$ cat src/design/assert_macros.svh
// assertion macros used by the rtl
`ifndef ASSERT_MACROS_SVH
`define ASSERT_MACROS_SVH
`ifndef SYNTHESIS
`define ASSERT_IMPLIES(label, clk, rst_n, ante, cons) \
    label: assert property (@(posedge clk) disable iff (!rst_n) (ante) |-> (cons)) \
        else $error("assertion failed");
`define ASSERT_NEXT(label, clk, rst_n, ante, cons) \
    label: assert property (@(posedge clk) disable iff (!rst_n) (ante) |=> (cons)) \
        else $error("assertion failed");
`else
`define ASSERT_IMPLIES(label, clk, rst_n, ante, cons)
`define ASSERT_NEXT(label, clk, rst_n, ante, cons)
`endif
`endif

$ cat src/design/ic8259_pkg.sv
// types, codes and helper functions of the interrupt controller
package ic8259_pkg;

    typedef enum logic [1:0] {
        CMD_COMMAND = 2'd0,
        CMD_DATA    = 2'd1,
        CMD_LINE    = 2'd2,
        CMD_ACK     = 2'd3
    } cmd_t;

    typedef enum logic [2:0] {
        PH_IDLE  = 3'd0,
        PH_ICW2  = 3'd1,
        PH_ICW3  = 3'd2,
        PH_ICW4  = 3'd3,
        PH_READY = 3'd4
    } phase_t;

    localparam logic [7:0] CMD_ICW1_BIT = 8'h10;
    localparam logic [7:0] CMD_OCW3_BIT = 8'h08;
    localparam logic [7:0] ICW1_NEED4   = 8'h01;
    localparam logic [7:0] ICW1_SINGLE  = 8'h02;
    localparam logic [7:0] ICW1_STEP4   = 8'h04;
    localparam logic [7:0] ICW1_VECHI   = 8'he0;
    localparam logic [7:0] OCW2_OPMASK  = 8'he0;
    localparam logic [7:0] OCW2_EOI     = 8'h20;
    localparam logic [7:0] OCW2_EOI_ROT = 8'ha0;

    typedef struct packed {
        logic [1:0] command;
        logic [7:0] data;
        logic [2:0] line;
        logic       level;
    } item_t;

    typedef struct packed {
        logic        irq_pending;
        logic        ack_found;
        logic [15:0] vector;
        logic [7:0]  in_service;
    } result_t;

    // clear the highest-numbered set bit
    function automatic logic [7:0] clear_top(input logic [7:0] b);
        logic [7:0] hi;
        logic       seen;
        hi   = '0;
        seen = 1'b0;
        for (int i = 7; i >= 0; i--)
        begin
            if (b[i] && !seen)
            begin
                hi[i] = 1'b1;
                seen  = 1'b1;
            end
        end
        return b & ~hi;
    endfunction

    // index of the lowest set bit
    function automatic logic [2:0] lowest_index(input logic [7:0] b);
        logic [2:0] idx;
        idx = '0;
        for (int i = 7; i >= 0; i--)
        begin
            if (b[i])
            begin
                idx = 3'(i);
            end
        end
        return idx;
    endfunction

endpackage

$ cat src/design/ic8259_if.sv
// valid/ready channel interfaces for requests and responses
interface ic8259_req_if;
    logic       valid;
    logic       ready;
    logic [1:0] command;
    logic [7:0] data;
    logic [2:0] line;
    logic       level;

    modport source (output valid, command, data, line, level, input ready);
    modport sink   (input valid, command, data, line, level, output ready);
endinterface

interface ic8259_rsp_if;
    logic        valid;
    logic        ready;
    logic        irq_pending;
    logic        ack_found;
    logic [15:0] vector;
    logic [7:0]  in_service;

    modport source (output valid, irq_pending, ack_found, vector, in_service, input ready);
    modport sink   (input valid, irq_pending, ack_found, vector, in_service, output ready);
endinterface

$ cat src/design/ic8259_core.sv
// controller state registers and per-transaction update logic
module ic8259_core (
    input  logic                 clk,
    input  logic                 rst_n,
    input  logic                 step,
    input  ic8259_pkg::item_t    item,
    output ic8259_pkg::result_t  result
);
    import ic8259_pkg::*;

    logic [7:0] init_word1_reg,   init_word1_next;
    logic [7:0] vector_base_reg,  vector_base_next;
    logic [7:0] cascade_word_reg, cascade_word_next;
    logic [7:0] mode_word_reg,    mode_word_next;
    logic [7:0] op_word2_reg,     op_word2_next;
    logic [7:0] op_word3_reg,     op_word3_next;
    logic [7:0] mask_reg,         mask_next;
    logic [7:0] request_reg,      request_next;
    logic [7:0] service_reg,      service_next;
    phase_t     phase_reg,        phase_next;
    logic       irq_reg,          irq_next;

    logic [7:0]  live;
    logic [2:0]  ack_idx;
    logic [15:0] ack_offset;
    logic [15:0] ack_vector;
    logic [7:0]  line_bit;

    always_comb
    begin
        live     = request_reg & ~mask_reg;
        ack_idx  = lowest_index(live);
        line_bit = 8'(1) << item.line;
        if ((init_word1_reg & ICW1_STEP4) != '0)
        begin
            ack_offset = {11'd0, ack_idx, 2'd0};
        end
        else
        begin
            ack_offset = {10'd0, ack_idx, 3'd0};
        end
        ack_vector = {vector_base_reg, 8'd0} + {8'd0, init_word1_reg & ICW1_VECHI} + ack_offset;
    end

    always_comb
    begin
        init_word1_next   = init_word1_reg;
        vector_base_next  = vector_base_reg;
        cascade_word_next = cascade_word_reg;
        mode_word_next    = mode_word_reg;
        op_word2_next     = op_word2_reg;
        op_word3_next     = op_word3_reg;
        mask_next         = mask_reg;
        request_next      = request_reg;
        service_next      = service_reg;
        phase_next        = phase_reg;
        irq_next          = irq_reg;
        result.ack_found  = 1'b0;
        result.vector     = '0;

        unique case (cmd_t'(item.command))
            CMD_COMMAND:
            begin
                if ((item.data & CMD_ICW1_BIT) != '0)
                begin
                    init_word1_next = item.data;
                    phase_next      = PH_ICW2;
                end
                else if ((item.data & CMD_OCW3_BIT) != '0)
                begin
                    op_word3_next = item.data;
                end
                else
                begin
                    op_word2_next = item.data;
                    if ((item.data & OCW2_OPMASK) == OCW2_EOI
                        || (item.data & OCW2_OPMASK) == OCW2_EOI_ROT)
                    begin
                        service_next = clear_top(service_reg);
                    end
                end
            end
            CMD_DATA:
            begin
                unique case (phase_reg)
                    PH_ICW2:
                    begin
                        vector_base_next = item.data;
                        if ((init_word1_reg & ICW1_SINGLE) == '0)
                        begin
                            phase_next = PH_ICW3;
                        end
                        else if ((init_word1_reg & ICW1_NEED4) != '0)
                        begin
                            phase_next = PH_ICW4;
                        end
                        else
                        begin
                            phase_next = PH_READY;
                        end
                    end
                    PH_ICW3:
                    begin
                        cascade_word_next = item.data;
                        phase_next = ((init_word1_reg & ICW1_NEED4) != '0) ? PH_ICW4 : PH_READY;
                    end
                    PH_ICW4:
                    begin
                        mode_word_next = item.data;
                        phase_next     = PH_READY;
                    end
                    PH_READY:
                    begin
                        mask_next = item.data;
                    end
                    default:
                    begin
                    end
                endcase
            end
            CMD_LINE:
            begin
                if (item.level)
                begin
                    request_next = request_reg | line_bit;
                end
                else
                begin
                    request_next = request_reg & ~line_bit;
                end
                irq_next = |(request_next & ~mask_reg);
            end
            CMD_ACK:
            begin
                if (live != '0)
                begin
                    service_next     = service_reg | (8'(1) << ack_idx);
                    result.ack_found = 1'b1;
                    result.vector    = ack_vector;
                end
            end
            default:
            begin
            end
        endcase

        result.irq_pending = irq_next;
        result.in_service  = service_next;
    end

    always_ff @(posedge clk or negedge rst_n)
    begin
        if (!rst_n)
        begin
            init_word1_reg   <= '0;
            vector_base_reg  <= '0;
            cascade_word_reg <= '0;
            mode_word_reg    <= '0;
            op_word2_reg     <= '0;
            op_word3_reg     <= '0;
            mask_reg         <= '0;
            request_reg      <= '0;
            service_reg      <= '0;
            phase_reg        <= PH_IDLE;
            irq_reg          <= 1'b0;
        end
        else if (step)
        begin
            init_word1_reg   <= init_word1_next;
            vector_base_reg  <= vector_base_next;
            cascade_word_reg <= cascade_word_next;
            mode_word_reg    <= mode_word_next;
            op_word2_reg     <= op_word2_next;
            op_word3_reg     <= op_word3_next;
            mask_reg         <= mask_next;
            request_reg      <= request_next;
            service_reg      <= service_next;
            phase_reg        <= phase_next;
            irq_reg          <= irq_next;
        end
    end

endmodule

$ cat src/design/interrupt_controller_8259.sv
// top level of the 8259-style interrupt controller
//
//   channel  direction  payload
//   req      in         command, data, line, level
//   rsp      out        irq_pending, ack_found, vector, in_service
//
// one transaction per cycle sustained while rsp is ready; each passes the input register, then the result register
// the input register feeds one pass of priority and update logic into the result register
// req stays ready while the result register drains or a result waits with the input stage empty
// rst_n clears all controller state to zero and empties both stages
module interrupt_controller_8259 (
    input  logic  clk,
    input  logic  rst_n,
    ic8259_req_if.sink   req,
    ic8259_rsp_if.source rsp
);
    import ic8259_pkg::*;

    `include "assert_macros.svh"

    logic    in_valid_reg;
    item_t   item_reg;
    logic    out_valid_reg;
    result_t result_reg;
    result_t result_next;
    logic    advance;

    assign advance   = in_valid_reg && (!out_valid_reg || rsp.ready);
    assign req.ready = !in_valid_reg || advance;

    always_ff @(posedge clk or negedge rst_n)
    begin
        if (!rst_n)
        begin
            in_valid_reg  <= 1'b0;
            out_valid_reg <= 1'b0;
        end
        else
        begin
            if (req.ready)
            begin
                in_valid_reg <= req.valid;
            end
            if (advance)
            begin
                out_valid_reg <= 1'b1;
            end
            else if (rsp.ready)
            begin
                out_valid_reg <= 1'b0;
            end
        end
    end

    always_ff @(posedge clk)
    begin
        if (req.valid && req.ready)
        begin
            item_reg <= '{command: req.command, data: req.data, line: req.line,
                          level: req.level};
        end
        if (advance)
        begin
            result_reg <= result_next;
        end
    end

    ic8259_core u_core (
        .clk    (clk),
        .rst_n  (rst_n),
        .step   (advance),
        .item   (item_reg),
        .result (result_next)
    );

    assign rsp.valid       = out_valid_reg;
    assign rsp.irq_pending = result_reg.irq_pending;
    assign rsp.ack_found   = result_reg.ack_found;
    assign rsp.vector      = result_reg.vector;
    assign rsp.in_service  = result_reg.in_service;

    `ASSERT_IMPLIES(a_ack_in_service, clk, rst_n, rsp.valid && rsp.ack_found, rsp.in_service != 8'd0)
    `ASSERT_IMPLIES(a_vector_only_ack, clk, rst_n, rsp.valid && !rsp.ack_found, rsp.vector == 16'd0)
    `ASSERT_NEXT(a_advance_fills_out, clk, rst_n, advance, out_valid_reg)

endmodule

$ cat src/flat_wrapper.sv
// flat-port wrapper written by rule: the top's interface ports become plain ports
module interrupt_controller_8259_flat import ic8259_pkg::*;
  (clk, rst_n, req_valid, req_command, req_data, req_line, req_level, req_ready, rsp_valid, rsp_irq_pending, rsp_ack_found, rsp_vector, rsp_in_service, rsp_ready);
  ic8259_req_if req_i ();
  ic8259_rsp_if rsp_i ();
  input  logic clk;
  input  logic rst_n;
  input wire logic [$bits(req_i.valid)-1:0] req_valid;
  input wire logic [$bits(req_i.command)-1:0] req_command;
  input wire logic [$bits(req_i.data)-1:0] req_data;
  input wire logic [$bits(req_i.line)-1:0] req_line;
  input wire logic [$bits(req_i.level)-1:0] req_level;
  output wire logic [$bits(req_i.ready)-1:0] req_ready;
  output wire logic [$bits(rsp_i.valid)-1:0] rsp_valid;
  output wire logic [$bits(rsp_i.irq_pending)-1:0] rsp_irq_pending;
  output wire logic [$bits(rsp_i.ack_found)-1:0] rsp_ack_found;
  output wire logic [$bits(rsp_i.vector)-1:0] rsp_vector;
  output wire logic [$bits(rsp_i.in_service)-1:0] rsp_in_service;
  input wire logic [$bits(rsp_i.ready)-1:0] rsp_ready;
  assign req_i.valid = req_valid;
  assign req_i.command = req_command;
  assign req_i.data = req_data;
  assign req_i.line = req_line;
  assign req_i.level = req_level;
  assign req_ready = req_i.ready;
  assign rsp_valid = rsp_i.valid;
  assign rsp_irq_pending = rsp_i.irq_pending;
  assign rsp_ack_found = rsp_i.ack_found;
  assign rsp_vector = rsp_i.vector;
  assign rsp_in_service = rsp_i.in_service;
  assign rsp_i.ready = rsp_ready;
  interrupt_controller_8259 u_core (.clk(clk), .rst_n(rst_n), .req(req_i), .rsp(rsp_i));
endmodule
$ cat config.mk
export PLATFORM = sky130hd
export DESIGN_NAME = interrupt_controller_8259_flat
export DESIGN_NICKNAME = d
export VERILOG_FILES = /design/src/design/ic8259_pkg.sv /design/src/design/ic8259_if.sv /design/src/design/ic8259_core.sv /design/src/design/interrupt_controller_8259.sv /design/src/flat_wrapper.sv
export VERILOG_INCLUDE_DIRS = /design/src /design/src/design
export SDC_FILE = /design/constraint.sdc
export NUM_CORES = 1
export LEC_CHECK = 0
export ABC_AREA = 1
export BUFFER_PORTS_ARGS = -buffer_cell sky130_fd_sc_hd__buf_2
export CAP_MARGIN = 40
export CORE_MARGIN = 1
export CORE_UTILIZATION = 40
export DETAILED_ROUTE_END_ITERATION = 16
export MAX_ROUTING_LAYER = met4
export PLACE_DENSITY = 0.57
export SLEW_MARGIN = 10
export SYNTH_ARGS = -nofsm -noshare
export SYNTH_HDL_FRONTEND = slang
export SYNTH_SLANG_ARGS = --single-unit
$ cat constraint.sdc
create_clock -name clk -period 2.85 [get_ports clk]
set_clock_uncertainty 0.15 [all_clocks]
set_input_delay 0.1425 -clock clk [delete_from_list [all_inputs] [get_ports clk]]
set_output_delay 0.1425 -clock clk [all_outputs]
set_load 0.05 [all_outputs]
==> impl_metrics.json <==
{
  "status": "complete, no violations",
  "tns_ns": 0,
  "initial_core_util_pct": 42.0,
  "vias": 2935,
  "grt_pass1_wl_um": 13500,
  "ys.flop_type": "dfrtp_1",
  "slew_violations": 0,
  "peakVddDrop_v": 0.000418,
  "dr.pass1.iters": 5,
  "startpoint_type": "flip-flop",
  "p_leak_nw": 2.07,
  "worst-path-max-fanout": 3,
  "synthXorXnorAreaFrac_pct": 0.222,
  "critical_path_class": "reg -> reg",
  "r2r-start": "u_core.u_core.mask_reg[5]$_DFFE_PN0P_",
  "period_share_pct": 91.5,
  "maxCapViolCount": 0,
  "hpwl_um": 5870,
  "insertion_delay_ns": 0.35,
  "arrival_ns": 2.57,
  "ys_ff_latch": 82,
  "antennaDiodeCount": 0,
  "synthTopCellsByCount": "nand2_1 (113), inv_1 (47), dfrtp_1 (44), edfxtp_1 (38), o21ai_0 (34)",
  "die_width_um": 101,
  "synth_edf_count": 38,
  "grt_usage_pct": 18.2,
  "htree_levels": 3,
  "grt_pass1_vias": 2720,
  "clock_tree.root_cell": "clkbuf_8",
  "drc_errors": 0,
  "globalRouteOverflowTotal": 0,
  "end_kind": "flip-flop",
  "syn_avg_cell_area_sq_um": 9.37,
  "io_pins": 46,
  "dieArea_sq_um": 10300,
  "synthSimpleGateAreaFrac_pct": 21.5,
  "drt_iter0_drc": 141,
  "fmax_mhz": 383,
  "die_h_um": 101,
  "power.density_nw_per_um2": 849,
  "setup_viol": 0,
  "drive_gt1_share_pct": 20.5,
  "synth_fa_ha_area_share_pct": 1.90,
  "cts_inserted_buffers": 9,
  "clock_sinks": 82,
  "yosysWarnings": 0,
  "path_clk_slew_ns": 0.08,
  "ys_seq_area_share_pct": 56.7,
  "place_ws_ns": 0.114,
  "cts_tree": "done",
  "synth_top_family_by_area": "simple AND/OR/NAND/NOR gates",
  "synthArstFlopShare_pct": 53.7,
  "row_count": 35,
  "dp.cells": 592,
  "gp_congestion": 0.849,
  "timing.rr.end": "u_core.rsp.vector[15]$_SDFFCE_PN0P_",
  "fin_nets": 517,
  "grt_max_degree": 29,
  "r2r_slack_ns": 0.24,
  "grt_setup_unrepaired": "no",
  "area_growth_pct": 18.5,
  "synth_area_leaders": "edfxtp_1 (29%), dfrtp_1 (28%), nand2_1 (11%)",
  "cts_buffer_depth": 2,
  "wirelength_um": 8200,
  "relSlewSlack_pct": 59.9,
  "ant_nets": 0,
  "yosys.area.top_type": "edfxtp_1",
  "antenna_found_initial": 0,
  "tightest_slew_ns": 0.600,
  "rr_worst_depth": 18,
  "post-synth-top-count-cell": "nand2_1",
  "hp-class": "in -> async",
  "design.core.area_sq_um": 9420,
  "stdcell_count": 627,
  "postSynthCellCount": 422,
  "hold_viol_final": 0,
  "fin_ws_ns": 0.242,
  "required_ns": 2.81,
  "fillers": 882,
  "port_buffers": 43,
  "synthMuxAreaShare_pct": 0.570,
  "synth_cell_types": 44,
  "vias_per_cell": 4.68,
  "synth_compound_area_share_pct": 12.3,
  "routedWlPerCell_um": 13.1,
  "fin_crit_ns": 2.61,
  "syn_area_sq_um": 3950,
  "synth_top_area_share_pct": 28.9
}
==> placed cells by master (no fill, tap or decap), types with 9 or more instances in the layout <==
master / instances
nor2_1: 26
nand3_1: 25
nand2_1: 112
inv_1: 47
dlygate4sd3_1: 18
a21oi_1: 10
edfxtp_1: 38
buf_2: 43
inv_2: 11
clkbuf_8: 9
o21ai_0: 33
dfrtp_1: 44
==> worst max-delay path by stage <==
stage | to | slack (ns) | start | cells after the start
finish | u_core.rsp.vector[15]$_SDFFCE_PN0P_ | 0.24 | u_core.u_core.mask_reg[5]$_DFFE_PN0P_ | 18
CTS | u_core.rsp.vector[15]$_SDFFCE_PN0P_ | 0.11 | u_core.u_core.mask_reg[5]$_DFFE_PN0P_ | 18
detailed placement | u_core.rsp.vector[15]$_SDFFCE_PN0P_ | 0.11 | u_core.u_core.request_reg[3]$_DFFE_PN0P_ | 18
global placement | u_core.rsp.vector[15]$_SDFFCE_PN0P_ | 0.19 | u_core.u_core.request_reg[1]$_DFFE_PN0P_ | 18
floorplan | u_core.rsp.vector[15]$_SDFFCE_PN0P_ | 0.35 | u_core.u_core.request_reg[3]$_DFFE_PN0P_ | 18
global route | u_core.rsp.vector[15]$_SDFFCE_PN0P_ | 0.009 | u_core.u_core.mask_reg[5]$_DFFE_PN0P_ | 18
==> report_power, final <==
group	switching [W]	leakage, nW	internal (W)	total, W
Sequential	0.000193	0.926	0.00158	0.00177
Combinational	0.00102	1.08	0.000471	0.00149
Clock	0.000410	0.0710	0.000307	0.000718
==> cell families (layout without fill, tap and decap cells) <==
group,after synthesis,after routing
compound gates,76,76
xor+xnor,1,1
fa+ha+maj,6,6
buf+inv,66,141
flops,82,82
mux,2,2
other cells,1,2
simple gates,188,188
==> metrics by stage <==
step	hold WS [ns]	utilization (%)	instance area [sq um]	power, W
5_1_grt	0.193	49.8	4680	0.00426
2_1_floorplan	-0.303	-	3960	0.00293
4_1_cts	0.161	49.6	4670	0.00400
3_3_place_gp	0.169	45.8	4310	0.00323
3_5_place_dp	0.0186	46.0	4330	0.00325
6_report	0.151	49.8	4680	0.00398
==> worst max-delay path, stage by stage (launching register included) <==
cell and delay, ns:
dfrtp_1 0.38, inv_2 0.07, nand2_1 0.08, nand2_2 0.12, nor2_2 0.08, nor2_4 0.11, inv_1 0.04, nor2_1 0.09
ha_1 0.17, ha_1 0.16, nand2_1 0.08, nor2_2 0.11, inv_2 0.05, nor3_2 0.13, nand2_1 0.13, nor2_4 0.12
nand3_1 0.10, o21ai_1 0.14, a21oi_1 0.05
==> layout make-up <==
cell class	count	area, sq um	share of cell area (%)
clock buffer	10	128	2.72
clock inverter	6	33.8	0.721
inverter	60	230	4.91
multi-input combinational	275	1450	31.0
sequential	82	2240	47.9
tap	129	161	3.45
timing repair buffer	65	438	9.35
==> layer usage <==
layer / up-vias / wire length, um / track usage, %
met2: 58 / 3810 / 27.6
met4: 0 / 159 / 5.80
met5: - / 0 / -
met1: 1340 / 3980 / 23.9
met3: 15 / 244 / 4.49
li1: 1522 / - / -
==> timing repair <==
action | in CTS | in global routing
gates resized for setup | 0 | 2
setup endpoints to repair | 0 | 2
hold buffers | 18 | 0
hold endpoints to repair | 37 | 0
setup buffers | 0 | 1
Note: power is estimated with default switching activity, not from simulation.
